`src/design/deq_pkg.sv`:
```
// Shared types, constants and codes of the double-ended queue unit.
`default_nettype none

package deq_pkg;

  // Storage geometry.
  localparam int Depth  = 1024;
  localparam int AddrW  = $clog2(Depth);
  localparam int CountW = $clog2(Depth + 1);
  localparam int DataW  = 32;
  localparam int OpW    = 3;

  // Depth of the command queue between the front and back parts.
  localparam int CmdQDepth = 2;
  localparam int CmdQPtrW  = $clog2(CmdQDepth);
  localparam int CmdQOccW  = $clog2(CmdQDepth + 1);

  // Widths of the packed result beat.
  localparam int ResW      = 3 * DataW + CountW + 1;
  localparam int OutDataW  = ((ResW + 7) / 8) * 8;
  localparam int OutPadW   = OutDataW - ResW;

  // Operation codes as they arrive on the input channel.
  localparam logic [OpW-1:0] OP_PUSH_FRONT = 3'd0;
  localparam logic [OpW-1:0] OP_PUSH_BACK  = 3'd1;
  localparam logic [OpW-1:0] OP_POP_FRONT  = 3'd2;
  localparam logic [OpW-1:0] OP_POP_BACK   = 3'd3;
  localparam logic [OpW-1:0] OP_QUERY      = 3'd4;

  // Classified command kinds; every unused code becomes a query.
  typedef enum logic [2:0] {
    CMD_PUSH_FRONT,
    CMD_PUSH_BACK,
    CMD_POP_FRONT,
    CMD_POP_BACK,
    CMD_QUERY
  } cmd_kind_t;

  typedef struct packed {
    cmd_kind_t               kind;
    logic signed [DataW-1:0] value;
  } cmd_t;

  typedef struct packed {
    logic signed [DataW-1:0] popped;
    logic                    error;
    logic [CountW-1:0]       count;
    logic                    is_empty;
    logic signed [DataW-1:0] front;
    logic signed [DataW-1:0] back;
  } res_t;

  // Back part states.
  typedef enum logic {
    EX_IDLE,
    EX_FETCH
  } exec_state_t;

endpackage

`default_nettype wire

```
`src/design/deq_front.sv`:
```
// Front part: accepts operation beats and classifies them into commands.
`default_nettype none

module deq_front (
  input  wire logic                           clk,
  input  wire logic                           rst,
  input  wire logic                           in_valid,
  output logic                                in_ready,
  input  wire logic [deq_pkg::OpW-1:0]        in_op,
  input  wire logic signed [deq_pkg::DataW-1:0] in_value,
  output logic                                cmd_valid,
  input  wire logic                           cmd_ready,
  output deq_pkg::cmd_t                       cmd
);

  deq_pkg::cmd_kind_t kind;

  // Map the operation code to a command kind.
  always_comb begin
    unique case (in_op)
      deq_pkg::OP_PUSH_FRONT: kind = deq_pkg::CMD_PUSH_FRONT;
      deq_pkg::OP_PUSH_BACK:  kind = deq_pkg::CMD_PUSH_BACK;
      deq_pkg::OP_POP_FRONT:  kind = deq_pkg::CMD_POP_FRONT;
      deq_pkg::OP_POP_BACK:   kind = deq_pkg::CMD_POP_BACK;
      deq_pkg::OP_QUERY:      kind = deq_pkg::CMD_QUERY;
      default:                kind = deq_pkg::CMD_QUERY;
    endcase
  end

  // The stage takes a new beat whenever it is empty or being drained.
  assign in_ready = !cmd_valid || cmd_ready;

  always_ff @(posedge clk) begin
    if (rst) begin
      cmd_valid <= 1'b0;
    end else if (in_ready) begin
      cmd_valid <= in_valid;
    end
  end

  always_ff @(posedge clk) begin
    if (in_valid && in_ready) begin
      cmd.kind  <= kind;
      cmd.value <= in_value;
    end
  end

endmodule

`default_nettype wire

```
`config.mk`:
```
export PLATFORM = sky130hd
export DESIGN_NAME = deq_front
export DESIGN_NICKNAME = d
export VERILOG_FILES = /design/src/design/deq_pkg.sv /design/src/design/deq_front.sv
export SDC_FILE = /design/constraint.sdc
export NUM_CORES = 1
export LEC_CHECK = 0
export BUFFER_PORTS_ARGS = -buffer_cell sky130_fd_sc_hd__buf_2
export CAP_MARGIN = 20
export CELL_PAD_IN_SITES_DETAIL_PLACEMENT = 2
export CELL_PAD_IN_SITES_GLOBAL_PLACEMENT = 2
export CORE_MARGIN = 2
export CORE_UTILIZATION = 28
export DETAILED_ROUTE_END_ITERATION = 8
export MAX_ROUTING_LAYER = met4
export PLACE_DENSITY_LB_ADDON = 0.1
export SYNTH_ARGS = -nofsm -noshare
export SYNTH_HDL_FRONTEND = slang
export SYNTH_SLANG_ARGS = --single-unit
```
`constraint.sdc`:
```
create_clock -name clk -period 3.04 [get_ports clk]
set_clock_uncertainty 0.1 [all_clocks]
set_input_delay 0.152 -clock clk [delete_from_list [all_inputs] [get_ports clk]]
set_output_delay 0.152 -clock clk [all_outputs]
set_load 0.01 [all_outputs]
```
# [Yosys cells after proc, flatten, opt, wreduce, memory -nomap -nowiden]
# Index checks and enable logic that the tools add are counted.
[word_totals] regBits=36 in_bits=39 wordCells=11
[classes] eq_ne=3 muxes=1 reduce_logical=4
[ops] op="3-bit one-hot mux with 4 select lines" count=1
[ops] op="3-bit by 2-bit == test with 1-bit output (second input constant)" count=2
[ops] op="3-bit by 1-bit == test with 1-bit output (second input constant)" count=1
[ops] op="3-bit logical NOT" count=1
[ops] op="1-bit logical AND" count=1
[ops] op="1-bit logical NOT" count=1
[ops] op="1-bit logical OR" count=1

# [Logic depth before layout (Yosys ltp)]
[depth] word_depth=3 depth_mapped=2 mapped_depth_nobuf=2

# [Worst setup path after synthesis]
# Ideal clock, no wire load.
[synth_timing] path_type="register to register" from="register cmd_valid" to="register cmd[0] in the netlist's numbering, enable pin" t_arrival_ns=0.812 path_slack_ns=1.783 stages_incl_launch_ff=3 path_buffers=0 synth_period_minus_slack_ns=1.257 path_cell_list="dfxtp_1 -> nand2b_4 -> and2_4"
[synth_via] elab_chain_len=3
[synth_rtl] item="from (decl)" line="deq_front.sv:11" rtl="output logic cmd_valid,"
[synth_rtl] item="from (signal assigned)" line="deq_front.sv:37" rtl="cmd_valid <= in_valid;"
[synth_rtl] item="1-bit logical NOT" line="deq_front.sv:31" rtl="assign in_ready = !cmd_valid || cmd_ready;"
[synth_rtl] item="1-bit logical OR" line="deq_front.sv:31"
[synth_rtl] item="net in_ready" line="deq_front.sv:8" rtl="output logic in_ready,"
[synth_rtl] item="1-bit logical AND" line="deq_front.sv:42" rtl="if (in_valid && in_ready) begin"
[synth_rtl] item="to (decl)" line="deq_front.sv:13" rtl="output deq_pkg::cmd_t cmd"
# The timed path passes the listed nets, and every way through them passes these cells.
# A chain may end at the register's enable or synchronous reset.

# [Worst setup path after layout]
[layout_timing] from="register cmd_valid" to="register cmd[32] in the netlist's numbering, enable pin"
[layout_via] elab_chain_len=3
[layout_rtl] item="1-bit logical NOT" line="deq_front.sv:31"
[layout_rtl] item="1-bit logical OR" line="deq_front.sv:31"
[layout_rtl] item="1-bit logical AND" line="deq_front.sv:42"
# No other way between the ends.

==> results summary <==
Headroom to the max-slew limit came out at 0.701. The overflow left after global routing is 0. Of the total power, the share spent switching nets is 0.207. The kind of critical path is flip-flop to flip-flop. The starting density of the core is 0.287.

The largest driver fanout on the critical path came out at 35. The worst hold path class is input port to flip-flop. Data on the critical path is required at its endpoint by 2860 ps. STA classifies the critical path startpoint as a flip-flop. The pin slew with the least headroom to its limit came out at 448 ps. The detail-routed via count per cell is 3.96. The largest area contributor in the synthesized netlist is sky130_fd_sc_hd__edfxtp_1. The fmax is 0.765 GHz. The period utilization came out at 0.430. By area the synthesized netlist is led by sky130_fd_sc_hd__edfxtp_1, sky130_fd_sc_hd__dfxtp_1, sky130_fd_sc_hd__nand2b_4. The power density normalized to cell area is 514 nW/um^2. The fraction of synthesis flops using an asynchronous set or reset pin came out at 0.

The shortest clock period the worst path allows after layout is 1310 ps. The cell row count came out at 23. Of the cells placed in the final design, the portion with a size suffix greater than 1 is 0.522. The buffers inserted during post-CTS setup optimization came out at 0.

The floorplan step set the die width to 67.3 um. The residual DRC count came out at 0. The net switching power figure is 211 uW. In the synthesized netlist the dominant register cell turns out to be sky130_fd_sc_hd__edfxtp_1. The clock tree synthesis step divided the H-tree into 2 levels. The aggregate routed wire length is 3030 um. The internal power of the cells totals slightly above 800 uW.

The sequential share of power came out at 0.577. Of the total power, combinational logic draws 0.118. STA classifies the critical path endpoint as a flip-flop.

The TritonCTS sink count is 36. The count of nets left with antenna violations after detail routing is 0. On the worst path, the slowest cell contributes a delay of ~440 ps. For this run, the total global-route usage over all layers was measured as 0.149. The die is a little under 70 um tall. The unique cell type count in the Yosys netlist came out at 8.

The total vias in the final route is 827. The maximum clock path buffer count came out at 2. Among all stages on the critical path, the largest delay is contributed by sky130_fd_sc_hd__and2_4. The Yosys step of the flow raised 0 warnings. Averaged over all synthesized cells, the footprint is 26.1 sq um. In the post-synthesis netlist, the cell with the most instances is sky130_fd_sc_hd__edfxtp_1.

On the critical path the largest part of the delay comes from simple AND/OR/NAND/NOR gates. The count of TritonRoute iterations in the first routing pass came out at 4. The max-cap violation count is 0. The count of final hold-check violations is 0. The sequential cell area fraction in the yosys report is 0.954. The net count of the mapped netlist is 82.

The placeable core area is 3910 sq um. The first global-routing pass estimated 4490 um of wire. Of the post-synthesis cell area, the dominant cell type holds 0.936. Ranked by instance count, the synthesized netlist is headed by sky130_fd_sc_hd__edfxtp_1, sky130_fd_sc_hd__nor2b_1. The clock buffer count from CTS came out at 5. Post-CTS repair changed the size of 0 cells.

The weighted congestion reported at the end of routability-driven placement came out at 0.600. Setup repair after global routing left no endpoint under its margin. Buffers placed on the I/O ports in this run total 75. The initial antenna violation count is 0. The area of the die is ~4500 sq um. In this run, post-CTS hold repair placed 34 buffers. Clock-pin slew was measured on the worst setup and hold paths at 60 ps. After routing, the total negative slack on setup checks comes to 0 ps. The number of violations reported at the end of detailed-routing iteration 0 came out at 25. The via count of the first global-routing pass came out at 913. The post-synthesis instance area is 1120 sq um. The area growth from synthesis to layout is 76.1%. The max-slew violation count is 0. CTS placed an instance of sky130_fd_sc_hd__clkbuf_8 at the clock tree root. The final-report setup violation count came out at 0. Counting flops and latches in the post-synthesis netlist gives 36.

Entering global routing, the biggest net connects 36 pins. The worst path buffer plus inverter count is 0. The flow ran to the end, and the final reports show no timing, DRC or antenna violations. The TritonCTS clock tree is yes. The number of standard cells after synthesis came out at 43. The critical path goes through nand2b_4 -> and2_4. The top-level port count came out at 76. IR analysis of the VDD net gives a maximum drop of 0.306 mV. Of the total power, the clock network draws 0.305. Summed over all cells, the static leakage comes to 0.848 nW. In the final routed layout, each cell accounts on average for roughly 14 um. The count of flip-flops with a built-in enable after synthesis came out at 35.

The antenna diode count came out at 0. The signal arrival time at the worst endpoint is between 1000 and 1500 ps. The clock network latency to the later pin of the worst-skew pair is 270 ps.

The post-layout net count came out at between 150 and 200. The final design utilization came out at 0.505.
routing by layer:
layer	up-vias	wire length, um	global-route usage
met5	-	0	-
met1	396	1010	0.134
li1	393	-	-
met2	38	1830	0.283
met3	0	184	0.0583
met4	0	0	0.0459
power by group through the flow:
stage	clock network (mW)	registers [mW]	logic (mW)
after global placement	0	0.596	0.0833
final	0.310	0.587	0.120
after floorplan	0	0.613	0.0136
after detailed placement	0	0.598	0.0866
after global routing	0.342	0.589	0.131
after CTS	0.324	0.587	0.120
metrics by stage:
stage	worst slack (ps)	power, mW	instances	area [sq um]	hold WS [ps]
floorplan	1780	0.627	43	1120	114
global placement	1750	0.679	167	1560	216
detailed placement	1710	0.684	167	1560	219
CTS	1700	1.03	209	1980	5.19
global route	1640	1.06	209	1980	25.9
finish	1730	1.02	209	1980	17.1
final cells by class:
type	count	area (sq um)
fillers	387	1940
flip-flops and latches	36	1070
repair buffers	109	716
clock buffers	7	76.3
well taps	50	62.6
multi-input cells	5	43.8
clock inverters	1	3.75
inverters	1	3.75
cells in the final DEF (no fill, tap or decap):
| cell type | netlist | layout |
|---|---|---|
| sky130_fd_sc_hd__a21oi_2 | 1 | 1 |
| sky130_fd_sc_hd__and2_4 | 1 | 1 |
| sky130_fd_sc_hd__buf_2 | 0 | 75 |
| sky130_fd_sc_hd__clkbuf_1 | 1 | 2 |
| sky130_fd_sc_hd__clkbuf_8 | 0 | 5 |
| sky130_fd_sc_hd__clkinv_1 | 0 | 1 |
| sky130_fd_sc_hd__dfxtp_1 | 1 | 1 |
| sky130_fd_sc_hd__dlygate4sd3_1 | 0 | 34 |
| sky130_fd_sc_hd__edfxtp_1 | 35 | 35 |
| sky130_fd_sc_hd__inv_1 | 1 | 1 |
| sky130_fd_sc_hd__nand2b_4 | 1 | 1 |
| sky130_fd_sc_hd__nor2b_1 | 2 | 2 |
final timing paths:
path / startpoint / to / slack [ps] / cells after the start
worst min-delay path: in_valid / cmd_valid$_SDFFE_PP0P_ / 20 / 3
worst max register to register: cmd_valid$_SDFFE_PP0P_ / cmd[32]$_DFFE_PP_ / 1730 / 2
worst min register to register: cmd_valid$_SDFFE_PP0P_ / cmd_valid$_SDFFE_PP0P_ / 400 / 2
worst max-delay path: cmd_valid$_SDFFE_PP0P_ / cmd[32]$_DFFE_PP_ / 1730 / 2
registers in the layout, indices dropped and copies added, names as in the netlist:
| name | count |
|---|---|
| cmd_valid | 1 |
| cmd | 35 |
tightest hold or removal path, cell delays in order:
cell and delay, ps:
sky130_fd_sc_hd__buf_2 100, sky130_fd_sc_hd__inv_1 50, sky130_fd_sc_hd__a21oi_2 40
cells by family after synthesis:
logic type | synth area share
AOI/OAI and AO/OA | 0.00781
and+or+nand+nor | 0.0312
DFF | 0.954
buffers and inverters | 0.00668
Note: power is estimated with default switching activity, not from simulation.
