==> src/design/deq_pkg.sv <==
// Shared types, constants and codes of the double-ended queue unit.
`default_nettype none

package deq_pkg;

  // Storage geometry.
  localparam int Depth  = 1024;
  localparam int AddrW  = $clog2(Depth);
  localparam int CountW = $clog2(Depth + 1);
  localparam int DataW  = 32;
  localparam int OpW    = 3;

  // Depth of the command queue between the front and back parts.
  localparam int CmdQDepth = 2;
  localparam int CmdQPtrW  = $clog2(CmdQDepth);
  localparam int CmdQOccW  = $clog2(CmdQDepth + 1);

  // Widths of the packed result beat.
  localparam int ResW      = 3 * DataW + CountW + 1;
  localparam int OutDataW  = ((ResW + 7) / 8) * 8;
  localparam int OutPadW   = OutDataW - ResW;

  // Operation codes as they arrive on the input channel.
  localparam logic [OpW-1:0] OP_PUSH_FRONT = 3'd0;
  localparam logic [OpW-1:0] OP_PUSH_BACK  = 3'd1;
  localparam logic [OpW-1:0] OP_POP_FRONT  = 3'd2;
  localparam logic [OpW-1:0] OP_POP_BACK   = 3'd3;
  localparam logic [OpW-1:0] OP_QUERY      = 3'd4;

  // Classified command kinds; every unused code becomes a query.
  typedef enum logic [2:0] {
    CMD_PUSH_FRONT,
    CMD_PUSH_BACK,
    CMD_POP_FRONT,
    CMD_POP_BACK,
    CMD_QUERY
  } cmd_kind_t;

  typedef struct packed {
    cmd_kind_t               kind;
    logic signed [DataW-1:0] value;
  } cmd_t;

  typedef struct packed {
    logic signed [DataW-1:0] popped;
    logic                    error;
    logic [CountW-1:0]       count;
    logic                    is_empty;
    logic signed [DataW-1:0] front;
    logic signed [DataW-1:0] back;
  } res_t;

  // Back part states.
  typedef enum logic {
    EX_IDLE,
    EX_FETCH
  } exec_state_t;

endpackage

`default_nettype wire

==> src/design/deq_cmd_queue.sv <==
// Short command queue that decouples the front part from the back part.
`default_nettype none

module deq_cmd_queue (
  input  wire logic          clk,
  input  wire logic          rst,
  input  wire logic          wr_valid,
  output logic               wr_ready,
  input  wire deq_pkg::cmd_t wr_data,
  output logic               rd_valid,
  input  wire logic          rd_ready,
  output deq_pkg::cmd_t      rd_data
);

  deq_pkg::cmd_t                  entries [deq_pkg::CmdQDepth];
  logic [deq_pkg::CmdQPtrW-1:0]   wr_ptr;
  logic [deq_pkg::CmdQPtrW-1:0]   rd_ptr;
  logic [deq_pkg::CmdQOccW-1:0]   occ;
  logic                           do_wr;
  logic                           do_rd;

  assign wr_ready = occ != deq_pkg::CmdQOccW'(deq_pkg::CmdQDepth);
  assign rd_valid = occ != '0;
  assign rd_data  = entries[rd_ptr];
  assign do_wr    = wr_valid && wr_ready;
  assign do_rd    = rd_valid && rd_ready;

  // Pointers wrap at the queue depth.
  always_ff @(posedge clk) begin
    if (rst) begin
      wr_ptr <= '0;
      rd_ptr <= '0;
      occ    <= '0;
    end else begin
      if (do_wr) begin
        wr_ptr <= (wr_ptr == deq_pkg::CmdQPtrW'(deq_pkg::CmdQDepth - 1)) ? '0
                  : wr_ptr + deq_pkg::CmdQPtrW'(1);
      end
      if (do_rd) begin
        rd_ptr <= (rd_ptr == deq_pkg::CmdQPtrW'(deq_pkg::CmdQDepth - 1)) ? '0
                  : rd_ptr + deq_pkg::CmdQPtrW'(1);
      end
      if (do_wr && !do_rd) begin
        occ <= occ + deq_pkg::CmdQOccW'(1);
      end else if (do_rd && !do_wr) begin
        occ <= occ - deq_pkg::CmdQOccW'(1);
      end
    end
  end

  always_ff @(posedge clk) begin
    if (do_wr) begin
      entries[wr_ptr] <= wr_data;
    end
  end

  // The fill level never passes the number of entries.
  a_occ_bound: assert property (@(posedge clk) disable iff (rst)
    occ <= deq_pkg::CmdQOccW'(deq_pkg::CmdQDepth))
    else $error("command queue overfilled");

endmodule

`default_nettype wire

==> config.mk <==
export PLATFORM = sky130hd
export DESIGN_NAME = deq_cmd_queue
export DESIGN_NICKNAME = d
export VERILOG_FILES = /design/src/design/deq_pkg.sv /design/src/design/deq_cmd_queue.sv
export SDC_FILE = /design/constraint.sdc
export NUM_CORES = 1
export LEC_CHECK = 0
export ABC_AREA = 0
export BUFFER_PORTS_ARGS = -buffer_cell sky130_fd_sc_hd__buf_4
export CAP_MARGIN = 20
export CORE_MARGIN = 2
export CORE_UTILIZATION = 50
export CTS_BUF_LIST = sky130_fd_sc_hd__clkbuf_4 sky130_fd_sc_hd__clkbuf_8
export CTS_CLUSTER_DIAMETER = 60
export DETAILED_ROUTE_END_ITERATION = 16
export MAX_ROUTING_LAYER = met4
export PLACE_DENSITY = 0.87
export SYNTH_ARGS = -nofsm -noshare
export SYNTH_HDL_FRONTEND = slang
export SYNTH_SLANG_ARGS = --single-unit
==> constraint.sdc <==
create_clock -name clk -period 2.3 [get_ports clk]
set_input_delay 0.345 -clock clk [delete_from_list [all_inputs] [get_ports clk]]
set_output_delay 0.345 -clock clk [all_outputs]
set_load 0.01 [all_outputs]
* Word-level counts from Yosys, hierarchy flattened
Memory sizes are Yosys's and may differ from the RTL's. A register that Yosys moved wholly into a read port is not among the register bits.
Index checks and enable logic that the tools add are counted.
** Storage, ports and cells
- Register bits :: 4
- Bits in read-only memories :: 0
- Output and inout port bits :: 37
- Bits in writable memories :: 70
- Memories :: 1
- Bits in latches :: 0
** Cells by class
- Equal/unequal tests :: 1
- Bitwise operators :: 0
- Reductions and logical operators :: 8
- Multiply operators :: 0
- Magnitude comparators :: 0
- Add/subtract/negate cells :: 4
- Mux-type cells :: 8
- Divide/modulo/power cells :: 0
- Shift operators :: 0
** Memory list
- entries :: words 2, width 35, read ports 1, clocked after memory_dff 1, write ports 1, RTL line deq_cmd_queue.sv:15 : deq_pkg::cmd_t entries [deq_pkg::CmdQDepth];
** Operators by type and width (number)
- 1-bit 2-to-1 mux :: 6
- 1-bit logical AND :: 4
- 2-bit 2-to-1 mux :: 2
- 2-bit nonzero test :: 2
- 1-bit adder (second input constant) :: 2
- 2-bit by 1-bit adder with 2-bit output (second input constant) :: 1
- 1-bit logical NOT :: 2
- 2-bit != test (second input constant) :: 1
- 2-bit by 1-bit subtractor with 2-bit output (second input constant) :: 1

* Logic depth before layout (Yosys ltp)
Gate-level depths: netlist of run 1.
- Depth in word-level cells :: 6
- Gate-level depth with buffers :: 6
- Mapped depth without buffers :: 6

* Worst setup path after synthesis of run 1
Ideal clock, no wire load.
- Kind :: register to register
- Start :: register occ[0] (netlist bit)
- End :: memory entries[1][0] (netlist bit) (enable)
- Path slack :: 0.365 ns
- Period minus slack after synthesis :: 1.935 ns
- Path buffers :: 0
- Arrival :: 1.539 ns
- Cell stages (with the launch flop) :: 3
- Cell sequence :: dfxtp_1 > nand2b_1 > and3_1
** Between the ends
- Longest elaborated chain between the ends :: 4
** RTL lines
- start, declared :: RTL line deq_cmd_queue.sv:18 : logic [deq_pkg::CmdQOccW-1:0] occ;
- start signal, assigned :: RTL line deq_cmd_queue.sv:44 : occ <= occ + deq_pkg::CmdQOccW'(1);
- start signal, assigned :: RTL line deq_cmd_queue.sv:46 : occ <= occ - deq_pkg::CmdQOccW'(1);
- 2-bit != test :: RTL line deq_cmd_queue.sv:22 : assign wr_ready = occ != deq_pkg::CmdQOccW'(deq_pkg::CmdQDepth);
- net wr_ready :: RTL line deq_cmd_queue.sv:8 : output logic wr_ready,
- 1-bit logical AND :: RTL line deq_cmd_queue.sv:25 : assign do_wr = wr_valid && wr_ready;
- 1-bit 2-to-1 mux :: RTL line deq_cmd_queue.sv:52 : if (do_wr) begin
- 1-bit 2-to-1 mux (implied by the code) :: RTL line deq_cmd_queue.sv:53 : entries[wr_ptr] <= wr_data;
- end, declared :: RTL line deq_cmd_queue.sv:15
The timed path passes the listed nets, and every way through them passes these cells.

==> summary.txt, run 1 <==
STA
  – RSZ-0062 raised after global routing: false
  – Max Freq: 539 MHz
  – Tightest Pin Transition: 0.325 ns
  – Fin. max-slew vios: 0
  – Clock Skews: 0.00480 ns
  – Min cycle time layout: 1.86 ns
  – Hold Slack: 0.191 ns
  – Final setup viols: 0
  – Period utilization: 80.7%
  – Max-slew headroom: 78.4%
  – Fin. Hold Viols: 0
  – TNS Setup: 0 ns

Die
  – Die X: 78.0 microns
  – Chip Height: 78.0 microns
  – Core Area: 5200 sq um
  – Initial Utilization: 52.6%
  – Row count: 26
  – Die Area: 6090 sq um
  – IO Count: 76

CTS
  – CTS tree: yes
  – Total CTS buffers: 9
  – Sink Count: 75
  – Skew-Pair Late Insertion Delay: 0.33 ns
  – Post-CTS setup buffers: 0
  – Clk buf depth: 2
  – Clk pin slew, worst setup/hold paths: 0.07 ns
  – Root buf cell: clkbuf_8
  – Post-CTS sizing: 0
  – CTS Hold Bufs: 0
  – CTS H-tree lvls: 3

Logic synthesis
  – Yosys top cell area share: 76.7%
  – Synth Area in Compound Gates: 1.10%
  – Simple-Gate Fraction of Synth Area: 1.83%
  – Most frequent cell after synthesis: edfxtp_1
  – Post-synth EDFFs: 70
  – Top post-synthesis cells by area: edfxtp_1 77%, mux2_2 14%, dfxtp_1 3.7%
  – Multiplexer share of the synthesized area: 14.4%
  – Synthesized Nets: 173
  – Asr flop ratio synth: 0%
  – Ys Warns: 0
  – Seq/Total Area, Yosys: 80.4%
  – Largest family of logic cells by synthesized area: multiplexers
  – Synth Register Bits: 75
  – Fraction of synthesized cell area in xor and xnor cells: 0.959%
  – Distinct cells, synth: 17
  – Most common flop cell mapped by yosys: edfxtp_1
  – Synthesized area: 2740 sq um
  – Area leader, netlist: edfxtp_1
  – Adder-cell share of the synthesized area: 0.457%
  – Top post-synthesis cells by count: 70 x edfxtp_1, 35 x mux2_2, 5 x dfxtp_1, 4 x buf_2
  – Syn avg cell area: 20.6 sq um
  – Synth Instances: 133

Worst setup path
  – Worst Path Max Fanout: 24
  – Slowest Stage Delay on Critical Path: 0.39 ns
  – Worst EP arrival: 1.51 ns
  – Most used cell, CP: buf_4
  – Crit path cell chain: buf_4, mux2_2, buf_4
  – FF-to-FF End: occ[1]
  – R2r worst-path depth: 5
  – Capture point of the critical path: rd_data[13]
  – Startpoint Class: flip-flop
  – CP Class: flip-flop to primary output
  – Slowest cell on the critical path: mux2_2
  – Reg2Reg Setup Slack: 0.68 ns
  – Reg2reg start: occ[0]
  – Data required, critical path: 1.96 ns
  – Critical path capture point type: primary output

Power and ir drop
  – VDD IR-drop max: 690 uV
  – Pwr Total: 3.65 mW
  – Pleak: 1.35 nW
  – PD cells: 1020 nW/um^2

Placed design
  – IO buf count: 75
  – Hpwl dp: 3.22 mm
  – Gpl congestion: 0.705
  – Placed Cells: 280

Final layout
  – Nets@finish: 261
  – Diode count: 0
  – Layout area overhead: 30.4%
  – Final design utilization: 68.6%
  – Final std cells w/o fill: 295
  – Share of cells above drive strength 1: 57.8%
  – Layout fillers: 366

Routing
  – DRT antenna net count: 0
  – Via count: 1456
  – Via density per instance: 4.94
  – First drt pass iteration count: 4
  – DRC viols: 0
  – Initial DRC count: 79
  – Final WL: 4.71 mm
  – Routed wire per std cell: 16.0 microns

Global route
  – Vias in the first global route: 1577
  – GRT overflow: 0
  – Initial antenna violation count: 0
  – GRT Overall Usage: 17.0%
  – Largest net degree at the start of global routing: 25
  – First-pass GRT wire length: 7.27 mm

Run
  – Max_cap viols: 0

Run status
  – Status: finished, final reports clean

Hold path
  – Worst Hold Class: input port to flip-flop
cells by family (layout without fill, tap and decap cells):
group                      after synthesis  count (layout)
adders and majority gates                1               1
and+or+nand+nor                          9               9
DFF                                     75              75
AOI/OAI and AO/OA                        5               5
muxes                                   35              35
buffers and inverters                    5              97
xor gates and xnor gates                 3               3
stage by stage:
step | instance area (sq um) | setup WS (ns)
2_1_floorplan | 2740 | 0.365
3_3_place_gp | 3410 | 0.743
3_5_place_dp | 3410 | 0.702
4_1_cts | 3570 | 0.415
5_1_grt | 3570 | 0.362
6_report | 3570 | 0.443
metal layers:
layer | global-route usage (%) | vias to the layer above | share of wire, %
met5 | - | - | 0
met3 | 4.14 | 10 | 3.6
met4 | 8.95 | 0 | 2.2
met1 | 17.6 | 714 | 37
li1 | - | 690 | -
met2 | 30.0 | 42 | 57
worst max-delay path: cells and delay by family (launching register included):
| kind | cells | cell delay [ns] |
|---|---|---|
| buffers and inverters | 2 | 0.47 |
| DFF | 1 | 0.33 |
| muxes | 1 | 0.39 |
registers in the layout (all words and copies together), names as in the netlist, named ones only:
register  flops
rd_ptr        1
entries      70
wr_ptr        1
occ           2
cells in the final DEF, fill, tap and decap left out:
cell type / count
or3_1: 1
a21bo_2: 1
xor2_1: 3
mux2_2: 35
nand2b_1: 1
and2_1: 1
o21ai_0: 2
nand3b_1: 1
edfxtp_1: 70
inv_1: 1
nor2_1: 3
a21oi_1: 2
buf_4: 81
and3_1: 1
clkinv_1: 3
clkbuf_8: 9
clkinvlp_4: 1
ha_1: 1
clkbuf_4: 2
dfxtp_1: 5
or2_2: 1
cell type report:
type	count	area [sq um]	share of cell area (%)
inverters	1	3.75	0.105
repair buffers	81	608	17.0
multi-input cells	53	513	14.4
clock inverters	4	18.8	0.525
flip-flops and latches	75	2200	61.6
well taps	70	87.6	2.45
clock buffers	11	139	3.89
how the worst min path moves through the flow:
stage | start | end | slack, ns | cells after the start
after CTS | wr_data[18] | entries[0][18] | 0.18 | 1
final | wr_data[5] | entries[1][5] | 0.19 | 1
after global routing | wr_data[28] | entries[0][28] | 0.17 | 1
after floorplan | rst | occ[1] | 0.41 | 1
after detailed placement | rd_ptr | rd_ptr | 0.50 | 2
after global placement | rd_ptr | rd_ptr | 0.49 | 2
power breakdown:
| part | switching, mW | leakage [nW] | internal, mW |
|---|---|---|---|
| clock network | 0.421 | 0.0788 | 0.399 |
| registers | 0.0542 | 0.695 | 1.71 |
| logic | 0.498 | 0.580 | 0.574 |
| total | 0.973 | 1.35 | 2.68 |
(Power assumes the default switching activity.)
==> inputs of run 2 (changes only) <==
==> constraint.sdc (replaced) <==
create_clock -name clk -period 1.8 [get_ports clk]
set_input_delay 0.27 -clock clk [delete_from_list [all_inputs] [get_ports clk]]
set_output_delay 0.27 -clock clk [all_outputs]
set_load 0.01 [all_outputs]
==> run 2 against run 1 <==
Effect of this change:
- sequential cell count unchanged
- core utilization increased by 0.58 points
- cell area increased by 0.84%
- worst setup slack got worse by 0.35 ns
- global-route usage increased by 1.1 points
- non-clock buffer count unchanged
- critical endpoint is now rd_data[14]
- hold slack got worse by 0.074 ns
- sequential power increased by 28%
- cell count increased by 0.34%
- routed wire length increased by 5.1%
- clock power increased by 43%
- sequential share of layout area decreased by 0.51 points
==> summary.txt, run 2 (synthesis results as in run 1) <==
Die
  – Row count: 26 (unchanged)
  – Core Area: 5200 sq um (unchanged)
  – IO Count: 76 (unchanged)
  – Die X: 78.0 microns (unchanged)
  – Die Area: 6090 sq um (unchanged)
  – Initial Utilization: 52.6% (unchanged)
  – Chip Height: 78.0 microns (unchanged)

Global route
  – Met2 track demand over resource: 33.4% (+3.4 points)
  – Met3 Use GR: 2.87% (-1.3 points)
  – Met1 Use GR: 18.3% (+0.74 points)
  – First-pass GRT wire length: 7.87 mm (+8.3%)
  – Largest net degree at the start of global routing: 20 (-20%)
  – Initial antenna violation count: 0 (unchanged)
  – GRT Overall Usage: 18.1% (+1.1 points)
  – GRT overflow: 0 (unchanged)
  – Grt peak-use layer: met2
  – Vias in the first global route: 1667 (+5.7%)

Final layout
  – Layout fillers: 371 (+1.4%)
  – Share of cells above drive strength 1: 60.2% (+2.4 points)
  – Top flop regs: entries (70), occ (2)
  – Most frequent cells in the layout: 81 x buf_4, 70 x edfxtp_1, 35 x mux2_2
  – Layout area overhead: 31.5%
  – Sequential Area: 2200 sq um (unchanged)
  – Largest Register: entries
  – Diode count: 0 (unchanged)
  – Commonest non-fill, non-tap cell in the layout: buf_4
  – Max reg flops: 70 (unchanged)
  – Multi-input gate area: 514 sq um (+0.24%)
  – Final std cells w/o fill: 296 (+0.34%)
  – Nets@finish: 261 (unchanged)

Placed design
  – Post-place setup slack: 0.160 ns (-0.541 ns)
  – Hpwl dp: 3.49 mm (+8.5%)
  – IO buf count: 75 (unchanged)
  – Placed Cells: 280 (unchanged)
  – Gpl congestion: 0.748 (+6.0%)

Worst setup path
  – Buf+Inv Stages, Crit Path: 2 (unchanged)
  – CP Class: flip-flop to primary output
  – Critical path capture point type: primary output
  – Slowest cell on the critical path: mux2_2
  – Crit path max-delay family: buffers and inverters
  – Data required, critical path: 1.53 ns (-0.43 ns)
  – Slowest Stage Delay on Critical Path: 0.37 ns (-0.02 ns)
  – Worst Path Max Fanout: 18 (-25%)
  – Most used cell, CP: buf_4
  – Worst EP arrival: 1.44 ns (-0.07 ns)
  – Startpoint Class: flip-flop
  – Crit path cell chain: buf_4, mux2_2, buf_4

CTS
  – Clk buf depth: 2 (unchanged)
  – Post-CTS setup buffers: 0 (unchanged)
  – CTS tree: yes
  – CTS H-tree lvls: 3 (unchanged)
  – CTS Hold Bufs: 0 (unchanged)
  – Post-CTS sizing: 0 (unchanged)
  – Sink Count: 75 (unchanged)
  – Skew-Pair Late Insertion Delay: 0.33 ns (about the same)
  – Total CTS buffers: 9 (unchanged)
  – Clk pin slew, worst setup/hold paths: 0.07 ns (about the same)
  – Root buf cell: clkbuf_8

STA
  – Clock Skews: 0.00647 ns (+0.00167 ns)
  – Fin. max-slew vios: 0 (unchanged)
  – Setup ws final: 0.0934 ns (-0.350 ns)
  – Period utilization: 94.8%
  – Fin. Hold Viols: 0 (unchanged)
  – Final setup viols: 0 (unchanged)
  – Max Freq: 586 MHz
  – TNS Setup: 0 ns (unchanged)
  – Min cycle time layout: 1.71 ns
  – Max-slew headroom: 77.6% (-0.73 points)
  – Tightest Pin Transition: 0.332 ns (+0.00743 ns)
  – Hold Slack: 0.117 ns (-0.0742 ns)
  – RSZ-0062 raised after global routing: true

Routing
  – Routed wire per std cell: 16.7 microns (+4.8%)
  – Via density per instance: 5.02 (+1.8%)
  – Final WL: 4.95 mm (+5.1%)
  – Initial DRC count: 85 (+7.6%)
  – DRT antenna net count: 0 (unchanged)
  – Via count: 1487 (+2.1%)
  – DRC viols: 0 (unchanged)
  – First drt pass iteration count: 4 (unchanged)

Hold path
  – Worst Hold Class: input port to flip-flop

Power and ir drop
  – VDD IR-drop max: 902 uV (+31%)
  – Pleak: 1.37 nW (+1.0%)
  – PD cells: 1330 nW/um^2 (+30%)
  – Pwr Total: 4.80 mW (+31%)

Run status
  – Status: finished, final reports clean

Run
  – Max_cap viols: 0 (unchanged)
[run 2: cell types whose count changed in the layout (fill, tap and decap cells not counted), sizes merged]
cell,previous run,this run
clkbuf,11,16
clkinv,3,0
inv,1,0
[run 2: area by class of cell]
| cell class | instances | share of cell area, % |
|---|---|---|
| Tap cell | 70 | 2.43 |
| Timing Repair Buffer | 81 | 16.9 |
| Clock buffer | 16 | 5.07 |
| Sequential cell | 75 | 61.1 |
| Multi-Input combinational cell | 53 | 14.3 |
| Inverter | 1 | 0.208 |
[run 2: per-layer routing]
| metal | wire length, microns | up-vias | part of all wire [%] |
|---|---|---|---|
| met5 | 0 | - | 0 |
| met1 | 1790 | 742 | 36 |
| met2 | 2830 | 42 | 57 |
| li1 | - | 692 | - |
| met3 | 209 | 11 | 4.2 |
| met4 | 123 | 0 | 2.5 |
[run 2: worst paths after layout]
path | endpoint | cells after the start | from | slack (ns)
worst max register to register | occ[1] | 5 | occ[0] | 0.14
worst min register to register | occ[1] | 2 | occ[1] | 0.53
worst min-delay path | entries[0][7] | 1 | wr_data[7] | 0.12
worst max-delay path | rd_data[14] | 3 | flip-flop | 0.09
[run 2: power by group]
part / total (mW) / internal, mW / switching (mW)
sequential: 2.25 / 2.18 / 0.0725
combinational: 1.38 / 0.736 / 0.642
clock: 1.17 / 0.634 / 0.535
[run 2: worst reg2reg max path: stages (launching register included)]
cell,delay (ns)
dfxtp_1,0.35
nand2b_1,0.22
and2_1,0.19
ha_1,0.33
or3_1,0.35
a21oi_1,0.15
[run 2: through the flow]
step	area [sq um]	utilization (%)
after floorplan	2740	-
after global placement	3420	65.7
after detailed placement	3420	65.7
after CTS	3600	69.2
after global routing	3600	69.2
final	3600	69.2
==> inputs of run 3 (changes only) <==
--- a/config.mk
+++ b/config.mk
@@ -8,13 +8,15 @@
 export ABC_AREA = 0
 export BUFFER_PORTS_ARGS = -buffer_cell sky130_fd_sc_hd__buf_4
 export CAP_MARGIN = 20
+export CELL_PAD_IN_SITES_DETAIL_PLACEMENT = 1
+export CELL_PAD_IN_SITES_GLOBAL_PLACEMENT = 1
 export CORE_MARGIN = 2
-export CORE_UTILIZATION = 50
+export CORE_UTILIZATION = 45
 export CTS_BUF_LIST = sky130_fd_sc_hd__clkbuf_4 sky130_fd_sc_hd__clkbuf_8
 export CTS_CLUSTER_DIAMETER = 60
 export DETAILED_ROUTE_END_ITERATION = 16
 export MAX_ROUTING_LAYER = met4
-export PLACE_DENSITY = 0.87
+export PLACE_DENSITY = 0.92
 export SYNTH_ARGS = -nofsm -noshare
 export SYNTH_HDL_FRONTEND = slang
 export SYNTH_SLANG_ARGS = --single-unit
==> run 3 against run 2 <==
Effect of this change:
- via count down 0.87%
- critical endpoint is now rd_data[2]
- clock skew up 0.00075 ns
- critical path type unchanged
- sequential share of layout area down 0.13 points
- highest routed layer unchanged
- first-iteration DRC count unchanged
- critical path depth unchanged
==> summary.txt, run 3 (synthesis results as in run 1) <==
Run status
  – Status: finished, final reports clean

Global route
  – GRT overflow: 0 (unchanged)
  – First-pass GRT wire length: 8.04 mm (+2.1%)
  – Largest net degree at the start of global routing: 23 (+15%)
  – Initial antenna violation count: 0 (unchanged)
  – Vias in the first global route: 1603 (-3.8%)
  – GRT Overall Usage: 17.5% (-0.66 points)

CTS
  – Clk buf depth: 2 (unchanged)
  – CTS Hold Bufs: 0 (unchanged)
  – Total CTS buffers: 9 (unchanged)
  – Skew-Pair Late Insertion Delay: 0.33 ns (about the same)
  – CTS tree: yes
  – CTS H-tree lvls: 3 (unchanged)
  – Post-CTS setup buffers: 0 (unchanged)
  – Root buf cell: clkbuf_8
  – Clk pin slew, worst setup/hold paths: 0.07 ns (about the same)
  – Sink Count: 75 (unchanged)

STA
  – Tightest Pin Transition: 0.340 ns (+0.00773 ns)
  – Max Freq: 588 MHz (+0.31%)
  – TNS Setup: 0 ns (unchanged)
  – Period utilization: 94.5% (-0.29 points)
  – Fin. Hold Viols: 0 (unchanged)
  – Min cycle time layout: 1.70 ns (-0.00531 ns)
  – Max-slew headroom: 77.1% (-0.52 points)
  – Clock Skews: 0.00722 ns (+0.000748 ns)
  – Final setup viols: 0 (unchanged)
  – RSZ-0062 raised after global routing: false
  – Fin. max-slew vios: 0 (unchanged)

Worst setup path
  – Reg2Reg Setup Slack: 0.16 ns (+0.02 ns)
  – Startpoint Class: flip-flop
  – R2r worst-path depth: 5 (unchanged)
  – Critical path capture point type: primary output
  – FF-to-FF End: occ[1]
  – CP Class: flip-flop to primary output
  – Reg2reg start: occ[0]
  – Worst Path Max Fanout: 15 (-3)
  – Data required, critical path: 1.53 ns (about the same)
  – Worst EP arrival: 1.43 ns (about the same)

Final layout
  – Share of cells above drive strength 1: 59.6% (-0.62 points)
  – Layout area overhead: 31.9%
  – Top flop regs: entries (70), occ (2)
  – Diode count: 0 (unchanged)
  – Commonest non-fill, non-tap cell in the layout: buf_4
  – Max reg flops: 70 (unchanged)
  – Nets@finish: 261 (unchanged)
  – Largest Register: entries
  – Most frequent cells in the layout: 80 x buf_4, 70 x edfxtp_1, 35 x mux2_2

Placed design
  – Hpwl dp: 3.69 mm (+5.7%)
  – IO buf count: 75 (unchanged)
  – Gpl congestion: 0.661 (-12%)

Routing
  – Routed wire per std cell: 17.3 microns (+3.2%)
  – DRT antenna net count: 0 (unchanged)
  – Initial DRC count: 85 (unchanged)
  – Via density per instance: 4.91 (-2.2%)
  – First drt pass iteration count: 4 (unchanged)
  – Final WL: 5.18 mm (+4.6%)
  – Via count: 1474 (-0.87%)
  – DRC viols: 0 (unchanged)

Power and ir drop
  – Pleak: 1.36 nW (-0.23%)
  – PD cells: 1340 nW/um^2 (+0.58%)
  – VDD IR-drop max: 798 uV (-11%)
  – Pwr Total: 4.84 mW (+0.86%)

Die
  – Row count: 28 (+7.7%)
  – IO Count: 76 (unchanged)
  – Die Area: 6730 sq um (+11%)
  – Chip Height: 82.0 microns (+5.1%)
  – Initial Utilization: 46.5% (-6.1 points)
  – Die X: 82.0 microns (+5.1%)
  – Core Area: 5890 sq um (+13%)

Run
  – Max_cap viols: 0 (unchanged)

Hold path
  – Hold_sp: wr_data[33]
  – Hold path cells: 1 (unchanged)
  – Worst Hold Class: input port to flip-flop
  – Hold endpoint: entries[1][33]
## run 3: what timing repair did
item	CTS	global route
gates resized for setup	0	1
hold endpoints to repair	0	0
endpoints found under the setup margin	0	6
## run 3: through the flow
step           area [sq um]  cells  worst slack [ns]  hold slack (ns)  util [%]
2_1_floorplan          2740    133             0.178            0.339         -
3_3_place_gp           3430    285             0.240            0.455      58.2
3_5_place_dp           3430    285             0.173            0.458      58.2
4_1_cts                3610    300            0.0282           0.0972      61.3
6_report               3610    300            0.0988            0.117      61.4
5_1_grt                3610    300            0.0288           0.0998      61.4
## run 3: cell type report
class	instances	area (sq um)
clock buffers	11	139
clock inverters	4	42.5
fillers	550	2270
inverters	1	7.51
multi-input cells	53	514
flip-flops and latches	75	2200
well taps	75	93.8
repair buffers	81	612
## run 3: power breakdown
| group | total, mW | internal (mW) | switching (mW) |
|---|---|---|---|
| Clock | 1.19 | 0.652 | 0.542 |
| Combinational | 1.39 | 0.741 | 0.645 |
| Sequential | 2.26 | 2.18 | 0.0775 |
## run 3: how the worst max path moves through the flow
stage / from / endpoint / cells past startpoint
floorplan: occ[0] / entries[0][0] / 3
global placement: occ[0] / occ[1] / 5
detailed placement: occ[0] / occ[1] / 5
CTS: flip-flop / rd_data[10] / 3
global route: flip-flop / rd_data[2] / 3
finish: flip-flop / rd_data[2] / 3
## run 3: layer usage
layer,share of wire [%],GRT usage (%),vias up
li1,-,-,688
met4,3.0,9.67,0
met3,5.3,4.73,14
met5,0,-,-
met2,52,28.5,55
met1,40,19.5,717
## run 3: worst max-delay path, cell delays in order, from the launching register on
cell and delay [ns]:
dfxtp_2 0.34, buf_4 0.23, mux2_2 0.38, buf_4 0.15
